## config.mk

```make
export PLATFORM = sky130hd
export DESIGN_NAME = pct4d_regs
export DESIGN_NICKNAME = d
export VERILOG_FILES = /design/src/rtl/pct4d_pkg.sv /design/src/rtl/pct4d_regs.sv
export SDC_FILE = /design/constraint.sdc
export NUM_CORES = 1
export LEC_CHECK = 0
export BUFFER_PORTS_ARGS = -buffer_cell sky130_fd_sc_hd__buf_2
export CORE_ASPECT_RATIO = 0.9
export CORE_MARGIN = 4
export CORE_UTILIZATION = 45
export DETAILED_ROUTE_END_ITERATION = 10
export GPL_TIMING_DRIVEN = 0
export PLACE_DENSITY = 0.77
export SLEW_MARGIN = 20
export SYNTH_ARGS = -nofsm -noshare
export SYNTH_HDL_FRONTEND = slang
export SYNTH_SLANG_ARGS = --single-unit
```

## constraint.sdc

```tcl
create_clock -name i_clk -period 1 [get_ports i_clk]
set_input_delay 0.05 -clock i_clk [delete_from_list [all_inputs] [get_ports i_clk]]
set_output_delay 0.05 -clock i_clk [all_outputs]
set_load 0.05 [all_outputs]
```

## src/rtl/pct4d_pkg.sv

```systemverilog
// Shared types, register codes and reset values for the pixel-constant 4D transform.
// Used by the register file, controller, datapath and top level; depends on nothing.
`default_nettype none

package pct4d_pkg;

    localparam int PCT_COMPONENT_WIDTH = 24;
    localparam int PCT_ITERATION_WIDTH = 8;

    localparam int APB_AW = 6;
    localparam int APB_DW = 64;

    localparam int EST_W  = 32;
    localparam int LANE_W = 16;

    typedef enum logic [2:0] {
        REG_START      = 3'd0,
        REG_STOP       = 3'd1,
        REG_MODE       = 3'd2,
        REG_OFFSET     = 3'd3,
        REG_SCALE      = 3'd4,
        REG_EST_SCALE  = 3'd5,
        REG_EST_OFFSET = 3'd6
    } t_reg_idx;

    localparam int MODE_RADIUS    = 0;
    localparam int MODE_QUADRAY   = 1;
    localparam int MODE_ABS_PRE   = 2;
    localparam int MODE_ABS_POST  = 3;
    localparam int MODE_MIRROR    = 4;
    localparam int MODE_ADD       = 5;

    localparam logic [7:0]  RST_START      = 8'd0;
    localparam logic [7:0]  RST_STOP       = 8'd1;
    localparam logic [5:0]  RST_MODE       = 6'd0;
    localparam logic [63:0] RST_OFFSET     = 64'h0;
    localparam logic [63:0] RST_SCALE      = 64'h1000_1000_1000_1000;
    localparam logic [31:0] RST_EST_SCALE  = 32'h0001_0000;
    localparam logic [31:0] RST_EST_OFFSET = 32'h0;

    typedef struct packed {
        logic [7:0]  start_iter;
        logic [7:0]  stop_iter;
        logic [5:0]  mode;
        logic [63:0] offset;
        logic [63:0] scale;
        logic [31:0] est_scale;
        logic [31:0] est_offset;
    } t_cfg;

    typedef struct packed {
        logic       capture;
        logic       sq_step;
        logic [1:0] sq_idx;
        logic       root_init;
        logic       root_step;
        logic       mix;
        logic       offset;
        logic       scale;
        logic       round;
        logic       finish;
    } t_cmd;

    typedef struct packed {
        logic in_window;
        logic use_radius;
        logic out_stall;
    } t_sts;

    typedef enum logic [3:0] {
        ST_IDLE,
        ST_LOAD,
        ST_SQUARE,
        ST_ROOT,
        ST_MIX,
        ST_OFFSET,
        ST_SCALE,
        ST_ROUND,
        ST_FINISH
    } t_state;

endpackage

`default_nettype wire

```

## src/rtl/pct4d_regs.sv

```systemverilog
// Configuration register file behind the APB-style port.
// Depends on pct4d_pkg for register codes, reset values and the t_cfg struct.
`default_nettype none

module pct4d_regs import pct4d_pkg::*; (
    input  wire logic              i_clk,
    input  wire logic              i_rst_n,
    input  wire logic              psel,
    input  wire logic              penable,
    input  wire logic              pwrite,
    input  wire logic [APB_AW-1:0] paddr,
    input  wire logic [APB_DW-1:0] pwdata,
    output logic      [APB_DW-1:0] prdata,
    output logic                   pready,
    output t_cfg                   o_cfg
);

    t_cfg     r_cfg;
    t_reg_idx idx;
    logic     wr_en;

    assign idx    = t_reg_idx'(paddr[5:3]);
    assign wr_en  = psel & penable & pwrite;
    assign pready = 1'b1;
    assign o_cfg  = r_cfg;

    always_ff @(posedge i_clk) begin
        if (!i_rst_n) begin
            r_cfg.start_iter <= RST_START;
            r_cfg.stop_iter  <= RST_STOP;
            r_cfg.mode       <= RST_MODE;
            r_cfg.offset     <= RST_OFFSET;
            r_cfg.scale      <= RST_SCALE;
            r_cfg.est_scale  <= RST_EST_SCALE;
            r_cfg.est_offset <= RST_EST_OFFSET;
        end else if (wr_en) begin
            case (idx)
                REG_START:      r_cfg.start_iter <= pwdata[7:0];
                REG_STOP:       r_cfg.stop_iter  <= pwdata[7:0];
                REG_MODE:       r_cfg.mode       <= pwdata[5:0];
                REG_OFFSET:     r_cfg.offset     <= pwdata;
                REG_SCALE:      r_cfg.scale      <= pwdata;
                REG_EST_SCALE:  r_cfg.est_scale  <= pwdata[31:0];
                REG_EST_OFFSET: r_cfg.est_offset <= pwdata[31:0];
                default: ;
            endcase
        end
    end

    always_comb begin
        case (idx)
            REG_START:      prdata = APB_DW'(r_cfg.start_iter);
            REG_STOP:       prdata = APB_DW'(r_cfg.stop_iter);
            REG_MODE:       prdata = APB_DW'(r_cfg.mode);
            REG_OFFSET:     prdata = r_cfg.offset;
            REG_SCALE:      prdata = r_cfg.scale;
            REG_EST_SCALE:  prdata = APB_DW'(r_cfg.est_scale);
            REG_EST_OFFSET: prdata = APB_DW'(r_cfg.est_offset);
            default:        prdata = '0;
        endcase
    end

endmodule

`default_nettype wire

```

==> results list <==
- Post-route minimum period: 1.77 ns
- Actual slew at the worst max-slew pin: around 0.76 ns
- The synthesized netlist occupies a cell area of 9560 µm².
- Initial antenna violation count: 3
- Via count of the first global-routing pass: about 11000
- In the global route stage, met2 resource usage came out at approximately 63%.
- Top achievable clock speed: approximately 560 MHz
- Max-cap violations in this run came to 0.
- Total number of placement rows: 50
- The number of hold-slack violations in the final timing report came to 0.
- The analysis attributes to cell leakage a power of between 7 and 8 nW.
- STA classifies the critical path endpoint as an output port.
- The Yosys step of the flow raised 0 warnings.
- Counting flops and latches in the post-synthesis netlist gives around 210.
* Die X-Extent: 162 µm
* Avg WL per Cell: 28.9 µm
- Nets in the synthesized netlist: ~1100
- Clock insertion delay at the later pin of the skew report: 0.51 ns
- Unrepaired setup endpoints after global routing: true
- The design draws between 15 and 20 mW.
- Level count of the clock H-tree: 1
- Final hold analysis gives a worst-case slack of 0.0515 ns.
- Buffers placed on the I/O ports in this run total between 300 and 400.
- Wire length of the first global-routing pass: around 70 mm
* Maximum resistive drop on vdd: around 930 µV
- Power spread over the standard cell area amounts to approximately 1100 nW/µm².
- The worst hold path terminates at o_cfg[130]$_SDFFE_PN0P_.
- Dividing the final minimum period by the clock period gives 177%.
- Headroom to the max-slew limit: between 40% and 50%
* Remaining Overflow, GRT: 0
* Average via count per standard cell: approximately 6.2
- Summed over all failing endpoints, the final setup total negative slack is -53.43 ns.
- Global routing used a little over two fifths of the available met1 tracks.
- The worst hold path begins at pwdata[2].
- Layout cell share with drive strength beyond 1: around 56%
- The detailed router placed 11310 vias in this run.
- Post-Layout Inst Area: around 19000 µm²
- Die outline area: 23700 µm²
- The final reports fail on setup timing.
- Global routing used 10.4% of the available met3 tracks.
- Entering global routing, the biggest net connects 16 pins.
- In this run the critical register-to-register path is launched from o_cfg[187]$_SDFFE_PN0P_.
* Detailed Route Iter0 Violations: roughly 1100
- Global-route usage over all layers: between 30% and 40%
- Gate count after technology mapping: between 900 and 1000
- Instance count after placement with tap cells included: 1618
* Number of flops mapped to enable cells by yosys: 0
- Clock tree synthesis inserted a total of 22 buffers.
- Unique cell type count in the Yosys netlist: 34
- Sequential cell area fraction in the yosys report: about 45%
- The critical path is of the flop to output port type.
- Post-synthesis to final-layout area growth: 93.7%
- Setup ws final: -0.770 ns
* Dpl hpwl: about 26 mm
* I/O pin count: ~350
- A synthesized cell averages between 9 and 10 µm².
* Maximum buffer depth of the clock tree: 3
- Leading register cell type out of synthesis: dfxtp_1
- Worst clock skew on the final layout: 0 ns
* CP required: 0.95 ns
- For the worst flop-to-flop path, the logic depth is 4.
- From bottom edge to top edge, the die measures between 100 and 150 µm.
* Final layout net count: about 1600
- After clock tree synthesis, the clock-pin slew on the worst setup and hold paths is ~0.070 ns.
- Critical Path Start Type: flop
- Worst hold path type: input port to flop
- TritonCTS built the clock tree.
- At the end of routability-driven placement, the weighted congestion stood at 0.879.
- After global routing, the most crowded layer is met2.
- Arrival time worst endpoint: 1.72 ns
- The pre-antenna-repair detailed-routing pass consisted of 8 iterations.
* CTS Root Buffer Type: clkbuf_16
* Critical register-to-register path endpoint: o_cfg[187]$_SDFFE_PN0P_
* Effective utilization at floorplan: a little under half
- Counting every sink on the clock net gives between 200 and 250.
- Placeable Area: around 21000 µm²
- Number of max-slew violations in the final report: 0
- For flop-to-flop paths, the worst setup slack is about 0.010 ns.
* Wire length reported by the detailed router: 52.9 mm
- Setup violations remaining at the end of the flow were counted as approximately 290.
- Drt drc: 0
- In this run the worst setup path begins at o_cfg[198]$_SDFFE_PN1P_.
- Cells on Worst Hold Path: 3
* Count of nets left with antenna violations after detail routing: 0
- Total cell area at the placement stage: 12600 µm²
- The register with the most flip-flops in the layout has about 210 of them.
* Run status: complete, but fails checks
* Post-synth ARST share: 0%
- Leaving out filler cells and counting taps, the final layout contains 1831.
- CP max FO: 2
## worst max-delay path by stage
stage / cells after the start / slack (ns) / to
final: 4 / -0.77 / prdata[0]
after global routing: 4 / -0.79 / prdata[0]
after CTS: 4 / -0.71 / prdata[3]
after detailed placement: 7 / -0.84 / prdata[16]
after global placement: 7 / -0.81 / prdata[16]
after floorplan: 3 / -0.53 / prdata[0]
## cells in the final DEF (no fill, tap or decap), types with 2 or more instances in the layout
cell type,Yosys,final
mux2i_1,247,236
nor3_4,2,2
clkbuf_8,0,4
dlygate4sd3_1,0,63
dfxtp_4,0,196
nor2_2,2,3
inv_2,2,3
nor2_8,2,2
a221oi_4,0,14
dfxtp_2,0,18
nor2b_1,5,4
clkbuf_2,0,23
mux2i_4,0,2
diode_2,0,3
buf_4,6,53
clkbuf_1,32,9
o211ai_1,25,25
clkbuf_16,0,32
o21ai_0,5,5
clkinv_2,0,3
inv_1,7,5
o311ai_0,5,5
buf_12,6,28
mux2i_2,0,9
nand3_1,25,24
buf_8,0,230
buf_2,15,73
nand2_1,297,296
buf_6,16,114
inv_4,0,3
a22o_4,0,32
mux2_4,0,7
nor2b_4,0,2
## cell families (layout without fill, tap and decap cells)
group,after synthesis,after routing,synth area share (%)
and+or+nand+nor,344,344,15.3
DFF,214,214,44.8
muxes,254,254,26.7
other,1,4,0.0392
AOI/OAI and AO/OA,83,83,7.05
buffers and inverters,88,646,6.16
## report_power, final
| part | switching [mW] | internal (mW) | leakage, nW |
|---|---|---|---|
| registers | 0.0938 | 8.09 | 1.89 |
| clock network | 3.82 | 5.32 | 0.404 |
| logic | 1.59 | 1.03 | 5.24 |
## critical path: stages (launching register included)
cell	delay (ns)
dfxtp_2	0.33
mux2_4	0.30
a221oi_4	0.30
a221oi_4	0.08
buf_6	0.20
## cells in the mapped netlist, drive strengths merged, types with 6 or more instances
master	instances	area share [%]
nand2	297	12
a221oi	14	1.3
nor2	7	0.67
nand3	25	1.3
o211ai	25	2.0
nor2b	6	0.42
mux2	7	0.82
clkbuf	32	1.3
dfxtp	214	45
inv	9	0.35
buf	47	4.6
a22o	32	2.9
mux2i	247	26
## what timing repair did
| action | CTS | global route |
|---|---|---|
| cloned | 0 | 3 |
| setup buffers | 27 | 90 |
| resized for setup | 947 | 216 |
| pin swaps | 14 | 35 |
| endpoints found under the hold margin | 206 | 0 |
| hold buffers | 63 | 0 |
| setup endpoints to repair | 282 | 404 |
## cell type report
| cell class | instances | area (µm²) |
|---|---|---|
| clock buffers | 33 | 761 |
| flip-flops and latches | 214 | 5040 |
| plain buffers | 78 | 764 |
| diodes | 3 | 7.51 |
| well taps | 286 | 358 |
| inverters | 9 | 37.5 |
| fillers | 805 | 2300 |
| repair buffers | 519 | 6180 |
| multi-input cells | 682 | 5340 |
| clock inverters | 7 | 42.5 |
## through the flow
stage / setup slack, ns / utilization [%]
2_1_floorplan: -0.526 / -
3_3_place_gp: -0.810 / 60.6
3_5_place_dp: -0.839 / 60.6
4_1_cts: -0.712 / 82.8
5_1_grt: -0.788 / 88.9
6_report: -0.770 / 88.9
## routing by layer
| layer | vias to the layer above | routed length (µm) |
|---|---|---|
| met5 | - | 0 |
| met4 | 0 | 4220 |
| met3 | 327 | 5140 |
| met2 | 991 | 25500 |
| met1 | 5489 | 18000 |
| li1 | 4503 | - |
No activity file was read; power rests on OpenSTA's default activity.
