## src/rtl/pct4d_pkg.sv

```systemverilog
// Shared types, register codes and reset values for the pixel-constant 4D transform.
// Used by the register file, controller, datapath and top level; depends on nothing.
`default_nettype none

package pct4d_pkg;

    localparam int PCT_COMPONENT_WIDTH = 24;
    localparam int PCT_ITERATION_WIDTH = 8;

    localparam int APB_AW = 6;
    localparam int APB_DW = 64;

    localparam int EST_W  = 32;
    localparam int LANE_W = 16;

    typedef enum logic [2:0] {
        REG_START      = 3'd0,
        REG_STOP       = 3'd1,
        REG_MODE       = 3'd2,
        REG_OFFSET     = 3'd3,
        REG_SCALE      = 3'd4,
        REG_EST_SCALE  = 3'd5,
        REG_EST_OFFSET = 3'd6
    } t_reg_idx;

    localparam int MODE_RADIUS    = 0;
    localparam int MODE_QUADRAY   = 1;
    localparam int MODE_ABS_PRE   = 2;
    localparam int MODE_ABS_POST  = 3;
    localparam int MODE_MIRROR    = 4;
    localparam int MODE_ADD       = 5;

    localparam logic [7:0]  RST_START      = 8'd0;
    localparam logic [7:0]  RST_STOP       = 8'd1;
    localparam logic [5:0]  RST_MODE       = 6'd0;
    localparam logic [63:0] RST_OFFSET     = 64'h0;
    localparam logic [63:0] RST_SCALE      = 64'h1000_1000_1000_1000;
    localparam logic [31:0] RST_EST_SCALE  = 32'h0001_0000;
    localparam logic [31:0] RST_EST_OFFSET = 32'h0;

    typedef struct packed {
        logic [7:0]  start_iter;
        logic [7:0]  stop_iter;
        logic [5:0]  mode;
        logic [63:0] offset;
        logic [63:0] scale;
        logic [31:0] est_scale;
        logic [31:0] est_offset;
    } t_cfg;

    typedef struct packed {
        logic       capture;
        logic       sq_step;
        logic [1:0] sq_idx;
        logic       root_init;
        logic       root_step;
        logic       mix;
        logic       offset;
        logic       scale;
        logic       round;
        logic       finish;
    } t_cmd;

    typedef struct packed {
        logic in_window;
        logic use_radius;
        logic out_stall;
    } t_sts;

    typedef enum logic [3:0] {
        ST_IDLE,
        ST_LOAD,
        ST_SQUARE,
        ST_ROOT,
        ST_MIX,
        ST_OFFSET,
        ST_SCALE,
        ST_ROUND,
        ST_FINISH
    } t_state;

endpackage

`default_nettype wire

```

## src/rtl/pct4d_ctrl.sv

```systemverilog
// Controller state machine: sequences capture, squaring, root, reshape and finish steps.
// Depends on pct4d_pkg for t_state, t_cmd and t_sts.
`default_nettype none

module pct4d_ctrl import pct4d_pkg::*; #(
    parameter int COMPONENT_WIDTH = PCT_COMPONENT_WIDTH
) (
    input  wire logic i_clk,
    input  wire logic i_rst_n,
    input  wire logic i_in_valid,
    output logic      o_in_ready,
    input  t_sts      i_sts,
    output t_cmd      o_cmd
);

    localparam int CNTW = $clog2(COMPONENT_WIDTH + 1);

    t_state            r_state, n_state;
    logic [CNTW-1:0]   r_cnt, n_cnt;

    always_ff @(posedge i_clk) begin
        if (!i_rst_n) begin
            r_state <= ST_IDLE;
            r_cnt   <= '0;
        end else begin
            r_state <= n_state;
            r_cnt   <= n_cnt;
        end
    end

    always_comb begin
        n_state    = r_state;
        n_cnt      = r_cnt;
        o_cmd      = '0;
        o_in_ready = 1'b0;
        case (r_state)
            ST_IDLE: begin
                o_in_ready = 1'b1;
                if (i_in_valid) begin
                    o_cmd.capture = 1'b1;
                    n_state       = ST_LOAD;
                end
            end
            ST_LOAD: begin
                n_cnt = '0;
                if (i_sts.in_window && i_sts.use_radius) begin
                    n_state = ST_SQUARE;
                end else if (i_sts.in_window) begin
                    n_state = ST_MIX;
                end else begin
                    n_state = ST_FINISH;
                end
            end
            ST_SQUARE: begin
                o_cmd.sq_step = 1'b1;
                o_cmd.sq_idx  = r_cnt[1:0];
                if (r_cnt[1:0] == 2'd3) begin
                    n_cnt   = '0;
                    n_state = ST_ROOT;
                end else begin
                    n_cnt = r_cnt + 1'b1;
                end
            end
            ST_ROOT: begin
                if (r_cnt == '0) begin
                    o_cmd.root_init = 1'b1;
                end else begin
                    o_cmd.root_step = 1'b1;
                end
                if (r_cnt == CNTW'(COMPONENT_WIDTH)) begin
                    n_cnt   = '0;
                    n_state = ST_MIX;
                end else begin
                    n_cnt = r_cnt + 1'b1;
                end
            end
            ST_MIX: begin
                o_cmd.mix = 1'b1;
                n_state   = ST_OFFSET;
            end
            ST_OFFSET: begin
                o_cmd.offset = 1'b1;
                n_state      = ST_SCALE;
            end
            ST_SCALE: begin
                o_cmd.scale = 1'b1;
                n_state     = ST_ROUND;
            end
            ST_ROUND: begin
                o_cmd.round = 1'b1;
                n_state     = ST_FINISH;
            end
            ST_FINISH: begin
                if (!i_sts.out_stall) begin
                    o_cmd.finish = 1'b1;
                    n_state      = ST_IDLE;
                end
            end
            default: begin
                n_state = ST_IDLE;
            end
        endcase
    end

endmodule

`default_nettype wire

```

## config.mk

```make
export PLATFORM = sky130hd
export DESIGN_NAME = pct4d_ctrl
export DESIGN_NICKNAME = d
export VERILOG_FILES = /design/src/rtl/pct4d_pkg.sv /design/src/rtl/pct4d_ctrl.sv
export SDC_FILE = /design/constraint.sdc
export NUM_CORES = 1
export LEC_CHECK = 0
export BUFFER_PORTS_ARGS = -buffer_cell sky130_fd_sc_hd__buf_4
export CAP_MARGIN = 15
export CELL_PAD_IN_SITES_DETAIL_PLACEMENT = 1
export CELL_PAD_IN_SITES_GLOBAL_PLACEMENT = 1
export CORE_MARGIN = 1
export CORE_UTILIZATION = 35
export DETAILED_ROUTE_END_ITERATION = 10
export PLACE_DENSITY = 0.81
export SLEW_MARGIN = 20
export SYNTH_ARGS = -nofsm -noshare
export SYNTH_HDL_FRONTEND = slang
export SYNTH_SLANG_ARGS = --single-unit
export TNS_END_PERCENT = 1
```

## constraint.sdc

```tcl
create_clock -name i_clk -period 1.59 [get_ports i_clk]
set_input_delay 0.159 -clock i_clk [delete_from_list [all_inputs] [get_ports i_clk]]
set_output_delay 0.159 -clock i_clk [all_outputs]
set_load 0.01 [all_outputs]
```

==> summary.json, run 1 <==
{
  "status": "finished clean",
  "vdd.ir_drop.worst_uv": 466,
  "cts.root.buffer_cell": "clkbuf_4",
  "cts_tree": "built",
  "crit_chain": "nand4bb_2 -> nor4_2 -> buf_4",
  "port_buffers": 17,
  "synth_top_area_cell": "dfxtp_1",
  "cts.reportedPaths.clkPinSlew_ns": 0.06,
  "slew_headroom_pct": 76.1,
  "grt_usage_pct": 20.1,
  "layout_common_cells": "buf_4, nor2_1, dfxtp_1",
  "post_route_ant_nets": 0,
  "worst_hold_slack_ns": 0.182,
  "fin_cells": 130,
  "drive_above_1_share_pct": 39.0,
  "worst_pin_slew_ns": 0.356,
  "syn-mean-instance-area_um2": 7.75,
  "globalplace.congestion": 0.833,
  "grt_pass1_wl_mm": 2.93,
  "residual_overflow_from_global_routing": 0,
  "die_h_um": 44.9,
  "fillCellCount": 230,
  "fp.coreArea_um2": 1730,
  "number_of_vias_per_cell_after_detailed_routing": 5.48,
  "antenna-diode-count": 0,
  "arrival_time_of_data_at_the_critical_path_endpoint_ns": 1.38,
  "clkLatencyLatePin_ns": 0.26,
  "worstHoldPathType": "in -> reg",
  "worstSetupPathType": "reg -> out",
  "synth-warning-count": 0,
  "yosys.cell_types.count": 33,
  "std_cell_rows": 15,
  "r2r_setup_slack_ns": 0.07,
  "clk_skew_ns": 0.00257,
  "maximum_number_of_pins_on_one_net_before_global_route_repair": 15,
  "avgRoutedWirePerCell_um": 15.5,
  "post_cts_hold_buffer_count": 0,
  "place_hpwl_mm": 1.48,
  "first_global_vias": 665,
  "cts_max_level": 1,
  "required_ns": 1.43,
  "place_area_um2": 821,
  "vias": 713,
  "cp_max_fo": 7,
  "die_area_um2": 2010,
  "register_bit_count_reported_by_yosys": 9,
  "cellLeakagePower_nw": 0.348,
  "post_synth_inst_count": 83,
  "max_cap_viol_count": 0,
  "slowest_stage": "dfxtp_1",
  "drt-total-wl_mm": 2.02,
  "startpoint_kind_of_the_worst_setup_timing_path": "register",
  "first_pass_iters": 4,
  "power_per_cell_area_nw_per_um2": 772,
  "stdcell_area_um2": 917,
  "cts_num_sinks": 9,
  "rsz_0062_raised_after_global_routing": "true",
  "final-seq-area_um2": 184,
  "numCtsBuffers": 3,
  "initial_antenna_violation_count": 0,
  "final_min_period_over_clock_period_pct": 96.6,
  "setup_tns_ns": 0,
  "timing.critical_path.slowest_cell_delay_ns": 0.37,
  "ys_top_cells_by_area": "dfxtp_1, ha_1, nor2_1",
  "timing.final.max_slew_violations": 0,
  "achievable-frequency_mhz": 651,
  "min_period_ns": 1.54,
  "numPlacedInstances": 126,
  "most_frequent_standard_cell_in_the_layout_excluding_fill_and_tap_cells": "buf_4",
  "yosysSeqAreaShare_pct": 28.0,
  "post_cts_setup_bufs": 0,
  "detail_route.drc_violations": 0,
  "cts_buffer_depth": 2,
  "areaGrowthSynthToFinish_pct": 42.6,
  "final_hold_viol_count": 0,
  "post_synth_instance_area_um2": 643,
  "synth_top_cell_area_share_pct": 28.0,
  "io-pin-count": 18,
  "dieWidth_um": 44.9,
  "synth_fp_nets": 92,
  "endpoint_kind": "output pin",
  "initial_core_util_pct": 37.2,
  "detailedRoute.firstIterationViolations": 7,
  "setup_violations": 0,
  "multi_input_area_um2": 495,
  "fin_nets": 115
}
-- cells in the mapped netlist --
library cell  number
a211oi_2           1
a21boi_0           1
a21boi_1           1
a21oi_1            5
a22oi_1            2
a32oi_1            1
and2_1             2
and4b_1            2
buf_2              3
clkbuf_1           1
dfxtp_1            9
ha_1               3
inv_1              4
nand2_1            3
nand2b_1           4
nand3_1            2
nand4b_1           1
nand4bb_1          1
nor2_1            10
nor2b_1            5
nor3_1             4
nor3b_1            1
nor4_1             4
nor4bb_1           1
o211a_1            1
o21a_1             1
o21ai_0            3
o21ai_1            1
o21bai_1           1
o311a_1            1
or3_1              2
or3b_1             1
xnor2_1            1
-- power by group --
part	total, mW	internal (mW)	switching [mW]	leakage (nW)
Sequential	0.272	0.243	0.0286	0.0743
Clock	0.177	0.0967	0.0802	0.0150
Combinational	0.259	0.122	0.138	0.259
Total	0.708	0.461	0.246	0.348
-- cell families (layout without fill, tap and decap cells) --
kind of cell	Yosys count	after routing	share of synthesized area [%]
compound gates	19	19	20.4
xor+xnor	1	1	1.36
buf+inv	8	30	5.25
fa+ha+maj	3	3	5.84
simple gates	43	43	39.1
flops	9	9	28.0
-- repair_timing --
item,in CTS,in global routing
setup endpoints to repair,7,8
pin swaps,1,2
resized for setup,3,14
gates cloned,0,0
-- area by class of cell --
cell class / instances / area share (%)
timing repair buffer: 22 / 18.0
sequential: 9 / 20.1
tap: 25 / 3.41
inverter: 4 / 1.64
multi-input combinational: 66 / 54.0
clock buffer: 4 / 2.86
-- layer usage --
| metal | global-route usage, % | share of wire, % | up-vias |
|---|---|---|---|
| met5 | 0 | 0 | - |
| met4 | 4.85 | 2.6 | 0 |
| met3 | 5.60 | 5.4 | 4 |
| met2 | 39.4 | 53 | 22 |
| met1 | 20.7 | 39 | 343 |
| li1 | - | - | 344 |
-- per-stage QoR --
| step | setup slack (ns) | power, mW | util (%) |
|---|---|---|---|
| 2_1_floorplan | 0.150 | 0.408 | - |
| 3_3_place_gp | 0.0667 | 0.492 | 47.5 |
| 3_5_place_dp | -0.0233 | 0.501 | 47.5 |
| 4_1_cts | -0.0165 | 0.686 | 49.9 |
| 5_1_grt | -0.0164 | 0.748 | 53.1 |
| 6_report | 0.0542 | 0.708 | 53.1 |
-- sequential cells by signal, indices dropped and copies added, names as in the netlist --
register / count
r_cnt: 5
r_state: 4
-- critical path: cells and delay by family (launching register included) --
family	cells	cell delay (ns)
buf+inv	1	0.16
flops	1	0.37
simple gates	2	0.59
-- final timing paths --
kind	endpoint	depth (start not counted)	startpoint
max reg2reg	r_state[2]	5	r_cnt[1]
max	o_cmd[6]	3	r_state[3]
min reg2reg	r_cnt[1]	2	r_cnt[1]
min	r_state[0]	2	i_rst_n
No activity file was read; power rests on OpenSTA's default activity.
==> run 2: changes to the inputs <==
--- a/config.mk
+++ b/config.mk
@@ -10,9 +10,9 @@
 export CELL_PAD_IN_SITES_DETAIL_PLACEMENT = 1
 export CELL_PAD_IN_SITES_GLOBAL_PLACEMENT = 1
 export CORE_MARGIN = 1
-export CORE_UTILIZATION = 35
+export CORE_UTILIZATION = 38
 export DETAILED_ROUTE_END_ITERATION = 10
-export PLACE_DENSITY = 0.81
+export PLACE_DENSITY = 0.87
 export SLEW_MARGIN = 20
 export SYNTH_ARGS = -nofsm -noshare
 export SYNTH_HDL_FRONTEND = slang
==> constraint.sdc (replaced) <==
create_clock -name i_clk -period 2 [get_ports i_clk]
set_input_delay 0.2 -clock i_clk [delete_from_list [all_inputs] [get_ports i_clk]]
set_output_delay 0.2 -clock i_clk [all_outputs]
set_load 0.01 [all_outputs]
==> run 2 against run 1 <==
Compared with the run above: worst hold slack improved by 0.029 ns; die area down 7.5%; non-clock buffer count shrank 5; total power fell by 25%; flip-flop and latch count unchanged; wire length fell by 8.8%; clock power shrank 15%; worst setup slack improved by 0.16 ns; critical endpoint unchanged; largest cell class unchanged.
==> summary.json, run 2 (synthesized netlist as in run 1, its figures left out) <==
{
  "vdd.ir_drop.worst_uv": 336,
  "cts_tree": "built",
  "drt-total-wl_mm": 1.84,
  "initial_antenna_violation_count": 0,
  "clk_skew_ns": 0.0174,
  "timing.final.max_slew_violations": 0,
  "most_frequent_standard_cell_in_the_layout_excluding_fill_and_tap_cells": "buf_4",
  "final_hold_viol_count": 0,
  "detailedRoute.firstIterationViolations": 8,
  "worst_pin_slew_ns": 0.501,
  "max_reg_flops": 5,
  "min_period_ns": 1.79,
  "min_from": "i_sts[0]",
  "timing.rr.start": "r_cnt[0]",
  "areaGrowthSynthToFinish_pct": 24.5,
  "grtUsageMet2_pct": 35.8,
  "top_regs": "r_cnt x5, r_state x4",
  "rsz_0062_raised_after_global_routing": "false",
  "crit_chain": "nand4bb_1 -> nor4_1 -> buf_4",
  "number_of_vias_per_cell_after_detailed_routing": 5.93,
  "achievable-frequency_mhz": 559,
  "cts_max_level": 1,
  "required_ns": 1.80,
  "power_per_cell_area_nw_per_um2": 667,
  "worstSetupPathType": "reg -> out",
  "cts.reportedPaths.clkPinSlew_ns": 0.08,
  "power_mw": 0.534,
  "arrival_time_of_data_at_the_critical_path_endpoint_ns": 1.59,
  "antenna-diode-count": 0,
  "worstSetupStartpoint": "r_state[2]",
  "first_global_vias": 686,
  "clkLatencyLatePin_ns": 0.27,
  "met1_usage_pct": 27.9,
  "slew_headroom_pct": 66.5,
  "dieWidth_um": 43.1,
  "global_route.peak_usage_layer": "met2",
  "globalplace.congestion": 0.825,
  "initial_core_util_pct": 41.7,
  "detail_route.drc_violations": 0,
  "die_h_um": 43.1,
  "met3_usage_pct": 6.38,
  "cts_num_sinks": 9,
  "cp_max_fo": 16,
  "post_cts_hold_buffer_count": 0,
  "stdcell_area_um2": 801,
  "place_hpwl_mm": 1.33,
  "cts.repair.resized": 0,
  "io-pin-count": 18,
  "setup_tns_ns": 0,
  "avgRoutedWirePerCell_um": 15.9,
  "cts_buffer_depth": 2,
  "worstHoldPathType": "in -> reg",
  "slowest_stage": "dfxtp_1",
  "endpoint_kind": "output pin",
  "fin_nets": 110,
  "numCtsBuffers": 3,
  "drive_above_1_share_pct": 23.0,
  "fp.coreArea_um2": 1540,
  "vias": 688,
  "post_cts_setup_bufs": 0,
  "place_area_um2": 772,
  "max_cap_viol_count": 0,
  "residual_overflow_from_global_routing": 0,
  "status": "finished clean",
  "die_area_um2": 1860,
  "top_register": "r_cnt",
  "final_min_period_over_clock_period_pct": 89.5,
  "setup_violations": 0,
  "maximum_number_of_pins_on_one_net_before_global_route_repair": 17,
  "post_route_ant_nets": 0,
  "layout_common_cells": "buf_4, nor2_1, dfxtp_1",
  "first_pass_iters": 2,
  "timing.critical_path.slowest_cell_delay_ns": 0.47,
  "cts.root.buffer_cell": "clkbuf_4",
  "std_cell_rows": 14,
  "startpoint_kind_of_the_worst_setup_timing_path": "register",
  "cellLeakagePower_nw": 0.312,
  "grt_usage_pct": 22.7,
  "grt_pass1_wl_mm": 3.10,
  "port_buffers": 17
}
-- run 2: cell type report --
class,count,area (µm²)
multi-input cells,66,429
fillers,204,741
inverters,4,15.0
clock buffers,4,26.3
flip-flops and latches,9,183
repair buffers,17,128
well taps,16,20.0
-- run 2: power breakdown --
part / switching, mW / internal, mW / leakage [nW]
clock network: 0.0739 / 0.0770 / 0.0150
registers: 0.0381 / 0.193 / 0.0737
logic: 0.0781 / 0.0742 / 0.223
-- run 2: stage by stage --
stage                     util, %  std cells  setup WS (ns)  hold slack, ns
after floorplan                 -         83          0.560           0.317
after global placement       50.1        112          0.360           0.495
after detailed placement     50.1        112          0.329           0.495
after CTS                    51.8        116          0.142           0.211
after global routing         51.9        116         0.0750           0.212
final                        51.9        116          0.210           0.211
-- run 2: worst paths after layout --
| check | to | slack, ns | depth (start not counted) |
|---|---|---|---|
| worst min-delay path | r_state[3] | 0.21 | 3 |
| worst max-delay path | o_cmd[6] | 0.21 | 3 |
| worst min register to register | r_cnt[0] | 0.55 | 2 |
| worst max register to register | r_cnt[3] | 0.35 | 6 |
-- run 2: per-layer routing --
| layer | vias to the layer above | share of wire (%) |
|---|---|---|
| met3 | 2 | 2.4 |
| met2 | 8 | 49 |
| met5 | - | 0 |
| met1 | 341 | 48 |
| met4 | 0 | 0.71 |
| li1 | 337 | - |
-- run 2: worst max-delay path, delay by kind of cell (launching register included) --
family        cells  cell delay (ns)
simple gates      2             0.67
flops             1             0.47
buf+inv           1             0.17
==> run 3: changes to the inputs <==
--- a/config.mk
+++ b/config.mk
@@ -12,7 +12,7 @@
 export CORE_MARGIN = 1
 export CORE_UTILIZATION = 38
 export DETAILED_ROUTE_END_ITERATION = 10
-export PLACE_DENSITY = 0.87
+export PLACE_DENSITY = 0.83
 export SLEW_MARGIN = 20
 export SYNTH_ARGS = -nofsm -noshare
 export SYNTH_HDL_FRONTEND = slang
==> run 3 against run 2 <==
Compared with the run above: worst hold slack improved by 0.0086 ns; total power fell by 1.1%; sequential share of layout area fell by 0.24 points; die area did not move; wire length fell by 3.8%.
==> summary.json, run 3 (synthesized netlist as in run 1, its figures left out) <==
{
  "status": "finished clean",
  "worstSetupPathType": "reg -> out",
  "timing.final.max_slew_violations": 0,
  "clk_skew_ns": 0.00710,
  "die_h_um": 43.1,
  "post_cts_setup_bufs": 0,
  "cts_tree": "built",
  "areaGrowthSynthToFinish_pct": 24.1,
  "initial_antenna_violation_count": 0,
  "first_pass_iters": 5,
  "top_register": "r_cnt",
  "cp_max_fo": 13,
  "initial_core_util_pct": 41.7,
  "top_regs": "r_cnt x5, r_state x4",
  "std_cell_rows": 14,
  "worstHoldPathType": "in -> reg",
  "first_global_vias": 653,
  "startpoint_kind_of_the_worst_setup_timing_path": "register",
  "cts_buffer_depth": 2,
  "die_area_um2": 1860,
  "rsz_0062_raised_after_global_routing": "false",
  "worst-r2r-cell-count": 6,
  "place_area_um2": 772,
  "multi_input_area_um2": 429,
  "r2r_setup_slack_ns": 0.34,
  "worstSetupStartpoint": "r_state[0]",
  "detail_route.drc_violations": 0,
  "fillCellCount": 199,
  "power_mw": 0.529,
  "number_of_vias_per_cell_after_detailed_routing": 5.84,
  "fin_nets": 110,
  "arrival_time_of_data_at_the_critical_path_endpoint_ns": 1.57,
  "timing.final.ws_setup_ns": 0.228,
  "dieWidth_um": 43.1,
  "globalplace.congestion": 0.764,
  "numPlacedInstances": 112,
  "post_cts_hold_buffer_count": 0,
  "detailedRoute.firstIterationViolations": 6,
  "vdd.ir_drop.worst_uv": 506,
  "max_reg_flops": 5,
  "grt_usage_pct": 21.6,
  "avgRoutedWirePerCell_um": 15.3,
  "rr_endpoint": "r_cnt[3]",
  "drt-total-wl_mm": 1.77,
  "layout.core_utilization_pct": 51.8,
  "drive_above_1_share_pct": 21.0,
  "cellLeakagePower_nw": 0.311,
  "slew_headroom_pct": 65.3,
  "clkLatencyLatePin_ns": 0.27,
  "cts.repair.resized": 0,
  "fp.coreArea_um2": 1540,
  "most_frequent_standard_cell_in_the_layout_excluding_fill_and_tap_cells": "buf_4",
  "achievable-frequency_mhz": 564,
  "final-seq-area_um2": 180,
  "final_hold_viol_count": 0,
  "cts.reportedPaths.clkPinSlew_ns": 0.07,
  "io-pin-count": 18,
  "endpoint_of_the_worst_setup_timing_path": "o_cmd[6]",
  "final_min_period_over_clock_period_pct": 88.6,
  "numCtsBuffers": 3,
  "layout_common_cells": "buf_4, nor2_1, dfxtp_1",
  "cts_max_level": 1,
  "max_cap_viol_count": 0,
  "setup_violations": 0,
  "worst_pin_slew_ns": 0.519,
  "min_period_ns": 1.77,
  "timing.rr.start": "r_cnt[0]",
  "cts_num_sinks": 9,
  "stdcell_area_um2": 798,
  "detailedPlace.worstSlack_ns": 0.379,
  "maximum_number_of_pins_on_one_net_before_global_route_repair": 17,
  "power_per_cell_area_nw_per_um2": 662,
  "worst_hold_slack_ns": 0.220,
  "residual_overflow_from_global_routing": 0,
  "place_hpwl_mm": 1.27,
  "cts.root.buffer_cell": "clkbuf_4",
  "grt_pass1_wl_mm": 3.02,
  "port_buffers": 17,
  "post_route_ant_nets": 0,
  "fin_cells": 116,
  "required_ns": 1.80,
  "endpoint_kind": "output pin",
  "antenna-diode-count": 0,
  "vias": 677,
  "setup_tns_ns": 0
}
## run 3: cell counts in the layout (fill, tap and decap cells not counted)
No cell type changed its count.
## run 3: layout make-up
type / instances / area share [%]
multi-input combinational: 66 / 53.8
timing repair buffer: 17 / 16.0
clock buffer: 4 / 3.29
inverter: 4 / 1.88
tap: 16 / 2.51
sequential: 9 / 22.6
## run 3: how the worst min path moves through the flow
stage | from | end | cells past startpoint | slack, ns
6_report | i_sts[0] | r_state[3] | 3 | 0.22
5_1_grt | i_rst_n | r_cnt[4] | 2 | 0.23
4_1_cts | i_sts[0] | r_state[3] | 3 | 0.22
3_5_place_dp | i_rst_n | r_state[0] | 2 | 0.49
3_3_place_gp | i_rst_n | r_state[0] | 2 | 0.48
2_1_floorplan | i_rst_n | r_state[0] | 1 | 0.32
## run 3: report_power, final
part           switching (mW)  total (mW)  internal [mW]
Sequential             0.0349       0.226          0.192
Combinational          0.0824       0.157         0.0743
Clock                  0.0683       0.145         0.0771
Total                   0.186       0.529          0.343
## run 3: routing by layer
layer	global-route usage [%]	up-vias	share of wire, %
met3	7.66	0	3.8
met5	0	-	0
met2	31.9	14	47
met4	1.82	0	0
met1	31.3	324	49
li1	-	339	-
## run 3: critical path, stage by stage, from the launching register on
cell       delay (ns)
dfxtp_1          0.57
nand4bb_1        0.28
nor4_1           0.29
buf_4            0.17
